<file path="config.mk">
export PLATFORM = sky130hd
export DESIGN_NAME = thumb_alu_with_flags
export DESIGN_NICKNAME = d
export VERILOG_FILES = /design/src/tal_pkg.sv /design/src/tal_shift.sv /design/src/thumb_alu_with_flags.sv
export SDC_FILE = /design/constraint.sdc
export NUM_CORES = 2
export LEC_CHECK = 0
export BUFFER_PORTS_ARGS = -buffer_cell sky130_fd_sc_hd__buf_4
export CAP_MARGIN = 5
export CORE_MARGIN = 2
export CORE_UTILIZATION = 50
export CTS_CLUSTER_DIAMETER = 50
export CTS_CLUSTER_SIZE = 20
export DETAILED_ROUTE_END_ITERATION = 8
export PLACE_DENSITY_LB_ADDON = 0.08
export SLEW_MARGIN = 10
export SYNTH_ARGS = -nofsm -noshare
export SYNTH_HDL_FRONTEND = slang
export SYNTH_SLANG_ARGS = --single-unit
</file>
<file path="constraint.sdc">
create_clock -name clk -period 9.63 [get_ports clk]
set_input_delay 0.4815 -clock clk [delete_from_list [all_inputs] [get_ports clk]]
set_output_delay 0.4815 -clock clk [all_outputs]
set_load 0.005 [all_outputs]
</file>
<file path="src/tal_pkg.sv">
// Shared types and constants for the Thumb ALU with flags.
`timescale 1ns / 1ps

package tal_pkg;

  typedef enum logic [3:0] {
    OP_AND = 4'd0,
    OP_EOR = 4'd1,
    OP_LSL = 4'd2,
    OP_LSR = 4'd3,
    OP_ASR = 4'd4,
    OP_ADC = 4'd5,
    OP_SBC = 4'd6,
    OP_ROR = 4'd7,
    OP_TST = 4'd8,
    OP_NEG = 4'd9,
    OP_CMP = 4'd10,
    OP_CMN = 4'd11,
    OP_ORR = 4'd12,
    OP_MUL = 4'd13,
    OP_BIC = 4'd14,
    OP_MVN = 4'd15
  } op_t;

  localparam int unsigned DataW = 32;
  localparam int unsigned HalfW = 16;
  localparam int unsigned CycW  = 3;

  typedef struct packed {
    op_t              op;
    logic [DataW-1:0] dest_value;
    logic [DataW-1:0] source_value;
    logic             carry_in;
    logic             overflow_in;
  } req_t;

  typedef struct packed {
    logic [DataW-1:0] result;
    logic             write_back;
    logic             flag_n;
    logic             flag_z;
    logic             flag_c;
    logic             flag_v;
    logic [CycW-1:0]  extra_cycles;
  } res_t;

  typedef struct packed {
    logic [DataW-1:0] value;
    logic             carry;
  } shift_out_t;

endpackage

</file>
<file path="src/tal_shift.sv">
// Barrel shifter for the register shifts and rotate, with ARM carry rules.
`timescale 1ns / 1ps

module tal_shift (
  input  tal_pkg::op_t                op,
  input  logic [tal_pkg::DataW-1:0]   value,
  input  logic [7:0]                  amount,
  input  logic                        carry_in,
  output tal_pkg::shift_out_t         shifted
);
  import tal_pkg::*;

  logic [4:0]           k;
  logic                 zero_amt;
  logic                 big_amt;
  logic                 eq32;
  logic [DataW:0]       lsl_w;
  logic [DataW:0]       lsr_w;
  logic signed [DataW:0] asr_w;
  logic [2*DataW-1:0]   rot_w;

  assign k        = amount[4:0];
  assign zero_amt = (amount == 8'd0);
  assign big_amt  = (amount[7:5] != 3'd0);
  assign eq32     = (amount == 8'd32);
  assign lsl_w    = {1'b0, value} << k;
  assign lsr_w    = {value, 1'b0} >> k;
  assign asr_w    = $signed({value, 1'b0}) >>> k;
  assign rot_w    = {value, value} >> k;

  always_comb begin
    shifted.value = value;
    shifted.carry = carry_in;
    if (!zero_amt) begin
      case (op)
        OP_LSL: begin
          if (!big_amt) begin
            shifted.value = lsl_w[DataW-1:0];
            shifted.carry = lsl_w[DataW];
          end else begin
            shifted.value = '0;
            shifted.carry = eq32 & value[0];
          end
        end
        OP_LSR: begin
          if (!big_amt) begin
            shifted.value = lsr_w[DataW:1];
            shifted.carry = lsr_w[0];
          end else begin
            shifted.value = '0;
            shifted.carry = eq32 & value[DataW-1];
          end
        end
        OP_ASR: begin
          if (!big_amt) begin
            shifted.value = asr_w[DataW:1];
            shifted.carry = asr_w[0];
          end else begin
            shifted.value = {DataW{value[DataW-1]}};
            shifted.carry = value[DataW-1];
          end
        end
        OP_ROR: begin
          shifted.value = rot_w[DataW-1:0];
          shifted.carry = rot_w[DataW-1];
        end
        default: begin
          shifted.value = value;
          shifted.carry = carry_in;
        end
      endcase
    end
  end

endmodule

</file>
<file path="src/thumb_alu_with_flags.sv">
// Top level of the pipelined Thumb ALU with flag generation.
// A request is registered in s1, then s2, s3 and s4; res and res_valid come from s4.
// Throughput is one request per cycle while res_ready is high; stages advance independently, so bubbles close up.
// The multiply is split into 16-bit partial products in stage two and summed in stage three.
// Synchronous active-high reset clears all stage valid bits; payload registers are not reset.
`timescale 1ns / 1ps

module thumb_alu_with_flags (
  input  logic          clk,
  input  logic          rst,
  input  logic          req_valid,
  output logic          req_ready,
  input  tal_pkg::req_t req,
  output logic          res_valid,
  input  logic          res_ready,
  output tal_pkg::res_t res
);
  import tal_pkg::*;

  typedef struct packed {
    logic [DataW-1:0] value;
    logic [DataW-1:0] pp_ll;
    logic [HalfW-1:0] pp_hl;
    logic [HalfW-1:0] pp_lh;
    logic             is_mul;
    logic             carry;
    logic             overflow;
    logic             write_back;
    logic [CycW-1:0]  cycles;
  } stage2_t;

  typedef struct packed {
    logic [DataW-1:0] value;
    logic             carry;
    logic             overflow;
    logic             write_back;
    logic [CycW-1:0]  cycles;
  } stage3_t;

  logic    v1, v2, v3, v4;
  logic    en1, en2, en3, en4;
  req_t    s1;
  stage2_t s2, s2_next;
  stage3_t s3, s3_next;
  res_t    s4, s4_next;

  assign en4       = !v4 || res_ready;
  assign en3       = !v3 || en4;
  assign en2       = !v2 || en3;
  assign en1       = !v1 || en2;
  assign req_ready = en1;
  assign res_valid = v4;
  assign res       = s4;

  always_ff @(posedge clk) begin
    if (rst) begin
      v1 <= 1'b0;
      v2 <= 1'b0;
      v3 <= 1'b0;
      v4 <= 1'b0;
    end else begin
      if (en1) v1 <= req_valid;
      if (en2) v2 <= v1;
      if (en3) v3 <= v2;
      if (en4) v4 <= v3;
    end
  end

  always_ff @(posedge clk) begin
    if (en1) s1 <= req;
    if (en2) s2 <= s2_next;
    if (en3) s3 <= s3_next;
    if (en4) s4 <= s4_next;
  end

  shift_out_t shifted;

  tal_shift u_shift (
    .op      (s1.op),
    .value   (s1.dest_value),
    .amount  (s1.source_value[7:0]),
    .carry_in(s1.carry_in),
    .shifted (shifted)
  );

  logic [DataW-1:0] add_a, add_b, add_r;
  logic             add_cin;
  logic [DataW:0]   add_w;
  logic             add_v;
  logic [HalfW-1:0] prod_hl, prod_lh;
  logic [DataW-1:0] prod_ll;
  logic [CycW-1:0]  mul_cyc;
  logic [23:0]      top24;
  logic [15:0]      top16;
  logic [7:0]       top8;

  always_comb begin
    add_a   = s1.dest_value;
    add_b   = s1.source_value;
    add_cin = s1.carry_in;
    case (s1.op)
      OP_ADC: begin
        add_b   = s1.source_value;
        add_cin = s1.carry_in;
      end
      OP_SBC: begin
        add_b   = ~s1.source_value;
        add_cin = s1.carry_in;
      end
      OP_NEG: begin
        add_a   = '0;
        add_b   = ~s1.source_value;
        add_cin = 1'b1;
      end
      OP_CMP: begin
        add_b   = ~s1.source_value;
        add_cin = 1'b1;
      end
      OP_CMN: begin
        add_cin = 1'b0;
      end
      default: begin
        add_b   = s1.source_value;
        add_cin = s1.carry_in;
      end
    endcase
  end

  assign add_w = {1'b0, add_a} + {1'b0, add_b} + {{DataW{1'b0}}, add_cin};
  assign add_r = add_w[DataW-1:0];
  assign add_v = ~(add_a[DataW-1] ^ add_b[DataW-1]) & (add_a[DataW-1] ^ add_r[DataW-1]);

  assign prod_ll = {{HalfW{1'b0}}, s1.dest_value[HalfW-1:0]}
                 * {{HalfW{1'b0}}, s1.source_value[HalfW-1:0]};
  assign prod_hl = s1.dest_value[DataW-1:HalfW] * s1.source_value[HalfW-1:0];
  assign prod_lh = s1.dest_value[HalfW-1:0] * s1.source_value[DataW-1:HalfW];

  assign top24 = s1.dest_value[31:8];
  assign top16 = s1.dest_value[31:16];
  assign top8  = s1.dest_value[31:24];
  assign mul_cyc = CycW'(3'd1)
                 + CycW'((top24 != 24'h000000) && (top24 != 24'hffffff))
                 + CycW'((top16 != 16'h0000) && (top16 != 16'hffff))
                 + CycW'((top8 != 8'h00) && (top8 != 8'hff));

  always_comb begin
    s2_next.value      = s1.dest_value & s1.source_value;
    s2_next.pp_ll      = prod_ll;
    s2_next.pp_hl      = prod_hl;
    s2_next.pp_lh      = prod_lh;
    s2_next.is_mul     = 1'b0;
    s2_next.carry      = s1.carry_in;
    s2_next.overflow   = s1.overflow_in;
    s2_next.write_back = 1'b1;
    s2_next.cycles     = '0;
    case (s1.op)
      OP_AND: s2_next.value = s1.dest_value & s1.source_value;
      OP_EOR: s2_next.value = s1.dest_value ^ s1.source_value;
      OP_ORR: s2_next.value = s1.dest_value | s1.source_value;
      OP_BIC: s2_next.value = s1.dest_value & ~s1.source_value;
      OP_MVN: s2_next.value = ~s1.source_value;
      OP_TST: begin
        s2_next.value      = s1.dest_value & s1.source_value;
        s2_next.write_back = 1'b0;
      end
      OP_LSL, OP_LSR, OP_ASR, OP_ROR: begin
        s2_next.value  = shifted.value;
        s2_next.carry  = shifted.carry;
        s2_next.cycles = CycW'(3'd1);
      end
      OP_ADC, OP_SBC, OP_NEG, OP_CMP, OP_CMN: begin
        s2_next.value      = add_r;
        s2_next.carry      = add_w[DataW];
        s2_next.overflow   = add_v;
        s2_next.write_back = !((s1.op == OP_CMP) || (s1.op == OP_CMN));
      end
      OP_MUL: begin
        s2_next.is_mul = 1'b1;
        s2_next.cycles = mul_cyc;
      end
      default: s2_next.value = s1.dest_value & s1.source_value;
    endcase
  end

  logic [HalfW-1:0] cross_sum;

  assign cross_sum = s2.pp_hl + s2.pp_lh;

  always_comb begin
    s3_next.value      = s2.is_mul ? (s2.pp_ll + {cross_sum, {HalfW{1'b0}}}) : s2.value;
    s3_next.carry      = s2.carry;
    s3_next.overflow   = s2.overflow;
    s3_next.write_back = s2.write_back;
    s3_next.cycles     = s2.cycles;
  end

  always_comb begin
    s4_next.result       = s3.value;
    s4_next.write_back   = s3.write_back;
    s4_next.flag_n       = s3.value[DataW-1];
    s4_next.flag_z       = (s3.value == '0);
    s4_next.flag_c       = s3.carry;
    s4_next.flag_v       = s3.overflow;
    s4_next.extra_cycles = s3.cycles;
  end

endmodule

</file>
==> reports/qor.txt <==
SYNTH
--------------------------------------------------------------------------------------------------
Cell types with the largest area share after synthesis                                edfxtp_1 22%, fa_1 21%, ha_1 11%
Post-Syn Area per Cell                                                                 9.081 sq um
Post-synthesis instance area                                                          34,530 sq um
Proportion of synthesized flip-flops having asynchronous set or reset                           0%
Synth Register Bits                                                                            254
Number of cells produced by synthesis                                                        3,803
Syn. warnings                                                                                    0
Area fraction of the dominant cell type after synthesis                                     21.74%
Main flop type after synthesis                                                            edfxtp_1
Nets in the synthesized netlist                                                              4,550
Seq/Total Area, Yosys                                                                       21.97%
Largest area contributor in the netlist                                                   edfxtp_1
Synth cell types                                                                                82
Commonest cells in the synthesized netlist                                            556 x inv_1, 453 x nand2_1, 436 x nor2_1
Count of flip-flops with a built-in enable after synthesis                                     250
Top-count cell post-synth                                                                    inv_1

POWER
--------------------------------------------------------------------------------------------------
Pwr Density                                                                           316.3 nW/um^2
Total Power Consumption                                                                   11.90 mW
Leak                                                                                      17.37 nW
Maximum VDD drop                                                                       0.0003923 V

CLOCK TREE
--------------------------------------------------------------------------------------------------
Number of resized instances in the post-cts repair step                                          0
Number of setup buffers added after CTS                                                          0
Htree depth                                                                                      2
Clock tree sinks                                                                               254
Buffers from clock root to sink, at most                                                         3
Clock tree from TritonCTS                                                                      yes
Source-to-sink clock delay at the later pin of the worst-skew pair                          600 ps
Clock tree root buffer cell                                                              clkbuf_16
Count of hold buffers inserted by post-cts repair                                                0
Number of CTS-inserted buffers                                                                  37
Clock transition time at the flip-flop clock pins of the worst setup and hold paths          60 ps

FLOORPLANNING
--------------------------------------------------------------------------------------------------
I/O Pins                                                                                       116
Core region area                                                                      68,470 sq um
Starting utilization of the core area                                                       50.44%
Std cell rows                                                                                   96
Vertical die dimension                                                                    266.8 um
Die footprint                                                                         71,190 sq um
Chip width                                                                                266.8 um

TIMING
--------------------------------------------------------------------------------------------------
Final period utilization                                                                    76.81%
Number of max-slew violations in the final report                                                0
Worst Clk Skew                                                                            33.02 ps
Transition time at the pin with the least slew margin                                      1115 ps
Fmax                                                                                     135.2 MHz
Time the worst path needs with I/O delays and setup                                        7396 ps
Final setup violating endpoints                                                                  0
Sum of negative setup slack                                                                   0 ps
Rel. slew slack                                                                             25.56%
Endpoints failing hold                                                                           0
Setup ws final                                                                             2234 ps
RSZ-0062 raised after global routing                                                         false

ROUTING
--------------------------------------------------------------------------------------------------
Detailed-router iteration count before antenna repair                                            6
Residual antenna-violating net count after detailed routing                                      0
Number of remaining DRC errors                                                                   0
Starting DRC count in detailed routing                                                       3,524
Detail-routed via count per cell                                                             6.198
Wire length per cell after detailed routing                                               25.77 um
Wire length reported by the detailed router                                               121.7 mm
Total via count in the routed design                                                        29,270

GRT
--------------------------------------------------------------------------------------------------
Maximum number of pins on one net before global-route repair                                    93
First-pass GRT wire length                                                                180.9 mm
Via count of the first global-routing pass                                                  28,490
Total track usage                                                                           34.44%
Leftover overflow at the end of global routing                                                   0
Antenna violations before repair                                                                 8

FINISH
--------------------------------------------------------------------------------------------------
Fillers                                                                                      6,293
Diode insertion count for antenna repair                                                         0
Layout cells sized above 1                                                                  10.47%
Number of nets in the layout                                                                 4,558
Area overhead of the layout relative to synthesis                                           8.942%

PLACEMENT
--------------------------------------------------------------------------------------------------
Pre-CTS setup slack                                                                        2420 ps
Count of buffers inserted at the top-level ports                                               115
Routability congestion estimate from global placement                                        1.025
Estimated wirelength of the detail-placed design                                          91.23 mm

SETUP PATH
--------------------------------------------------------------------------------------------------
Last element of the critical path                                                           s2[61]
CP required                                                                                9960 ps
Destination of the worst register-to-register timing path                                   s2[61]
Register-to-Register Setup Slack                                                           2230 ps
Worst setup path startpoint                                                                 s1[36]
Critical path capture point type                                                         flip-flop
Number of cells traversed by the worst register-to-register path                                19
Startpoint types                                                                         flip-flop
R2r startpoint                                                                              s1[36]
Largest fanout of any net on the critical path                                                  27
Type of the setup path with the least slack                                                reg2reg
Crit path arrival time                                                                     7720 ps

WORST HOLD PATH
--------------------------------------------------------------------------------------------------
Worst Min Path Start                                                                       req[39]
Path type of the worst min-delay path                                                       in2reg
Hold path cells                                                                                  1

RUN
--------------------------------------------------------------------------------------------------
Number of max-cap violations                                                                     0

OUTCOME
--------------------------------------------------------------------------------------------------
Result of the run                                                                     complete, no violations

[worst max-delay path, stage by stage (launching register included)]
cell	delay, ps
edfxtp_1	330
buf_4	430
clkinv_1	820
nor2_1	420
fa_1	500
fa_1	520
fa_1	430
fa_1	460
fa_1	490
inv_1	50
fa_1	480
inv_1	40
ha_1	340
and3_1	240
and2_1	160
a221oi_1	450
a21boi_1	160
o21ai_0	260
a21boi_1	150
a311o_1	370
[cell type report]
| cell class | count | area, sq um | area share [%] |
|---|---|---|---|
| Clock buffer | 40 | 937.1 | 2.491 |
| Sequential cell | 254 | 7587 | 20.17 |
| Timing Repair Buffer | 198 | 1511 | 4.017 |
| Multi-Input combinational cell | 2743 | 23930 | 63.60 |
| Tap cell | 882 | 1104 | 2.933 |
| Inverter | 577 | 2168 | 5.763 |
| Clock inverter | 28 | 386.6 | 1.028 |
[cell usage in the layout, fill, tap and decap left out, drive strengths merged, types with 11 or more instances in the layout]
cell	instances
nor2	436
a211oi	42
and3	22
o21bai	20
a21oi	173
nor4	18
mux2i	38
and2	20
fa	358
a21o	39
xor2	43
nand2	453
clkbuf	40
nor3	29
o211ai	11
o21a	12
or3	13
ha	315
xnor2	147
buf	198
o21ai	142
mux2	35
o22ai	27
inv	577
o221ai	45
nand2b	11
a31oi	30
nand4	13
edfxtp	250
clkinv	22
mux4	68
a221oi	11
nand3	41
[worst min path at each step]
stage,slack (ps),end
after floorplan,400,res[0]
after global placement,400,s3[1]
after detailed placement,410,res[3]
after CTS,30,s1[16]
after global routing,40,s1[30]
final,50,s1[39]
[metal layers]
metal / vias to the layer above / track usage [%] / share of wire (%)
met5: - / 0 / 0.042
met3: 389 / 9.540 / 12
met4: 8 / 15.02 / 4.9
li1: 12760 / - / -
met2: 1804 / 50.43 / 42
met1: 14310 / 47.73 / 40
[per-stage QoR]
stage | hold slack [ps] | utilization (%) | instance area (sq um) | std cells
2_1_floorplan | 400.3 | - | 34530 | 3803
3_3_place_gp | 404.3 | 53.02 | 36300 | 4654
3_5_place_dp | 405.4 | 53.02 | 36300 | 4654
4_1_cts | 31.54 | 54.95 | 37620 | 4722
5_1_grt | 37.71 | 54.95 | 37620 | 4722
6_report | 53.12 | 54.95 | 37620 | 4722
[power breakdown]
part,leakage (nW),switching [mW],internal (mW)
combinational,14.0,4.97,3.51
sequential,2.76,0.132,1.83
clock,0.636,0.604,0.852
[flip-flops by register name (all words and copies together), names as in the netlist]
signal and cells:
s2 103, s1 70, res 39, s3 38, res_valid 1, v1 1, v2 1, v3 1
[kinds of logic (layout without fill, tap and decap cells)]
group	count (synthesis)	in the layout	synth area share (%)
AO/OA/AOI/OAI	645	645	12.10
multiplexers	141	141	6.688
XOR/XNOR	191	191	4.884
flip-flops	254	254	21.97
adder cells (fa/ha/maj)	673	673	32.17
buffers and inverters	806	843	8.898
AND/OR/NAND/NOR	1093	1093	13.29
No activity file was read; power rests on OpenSTA's default activity.
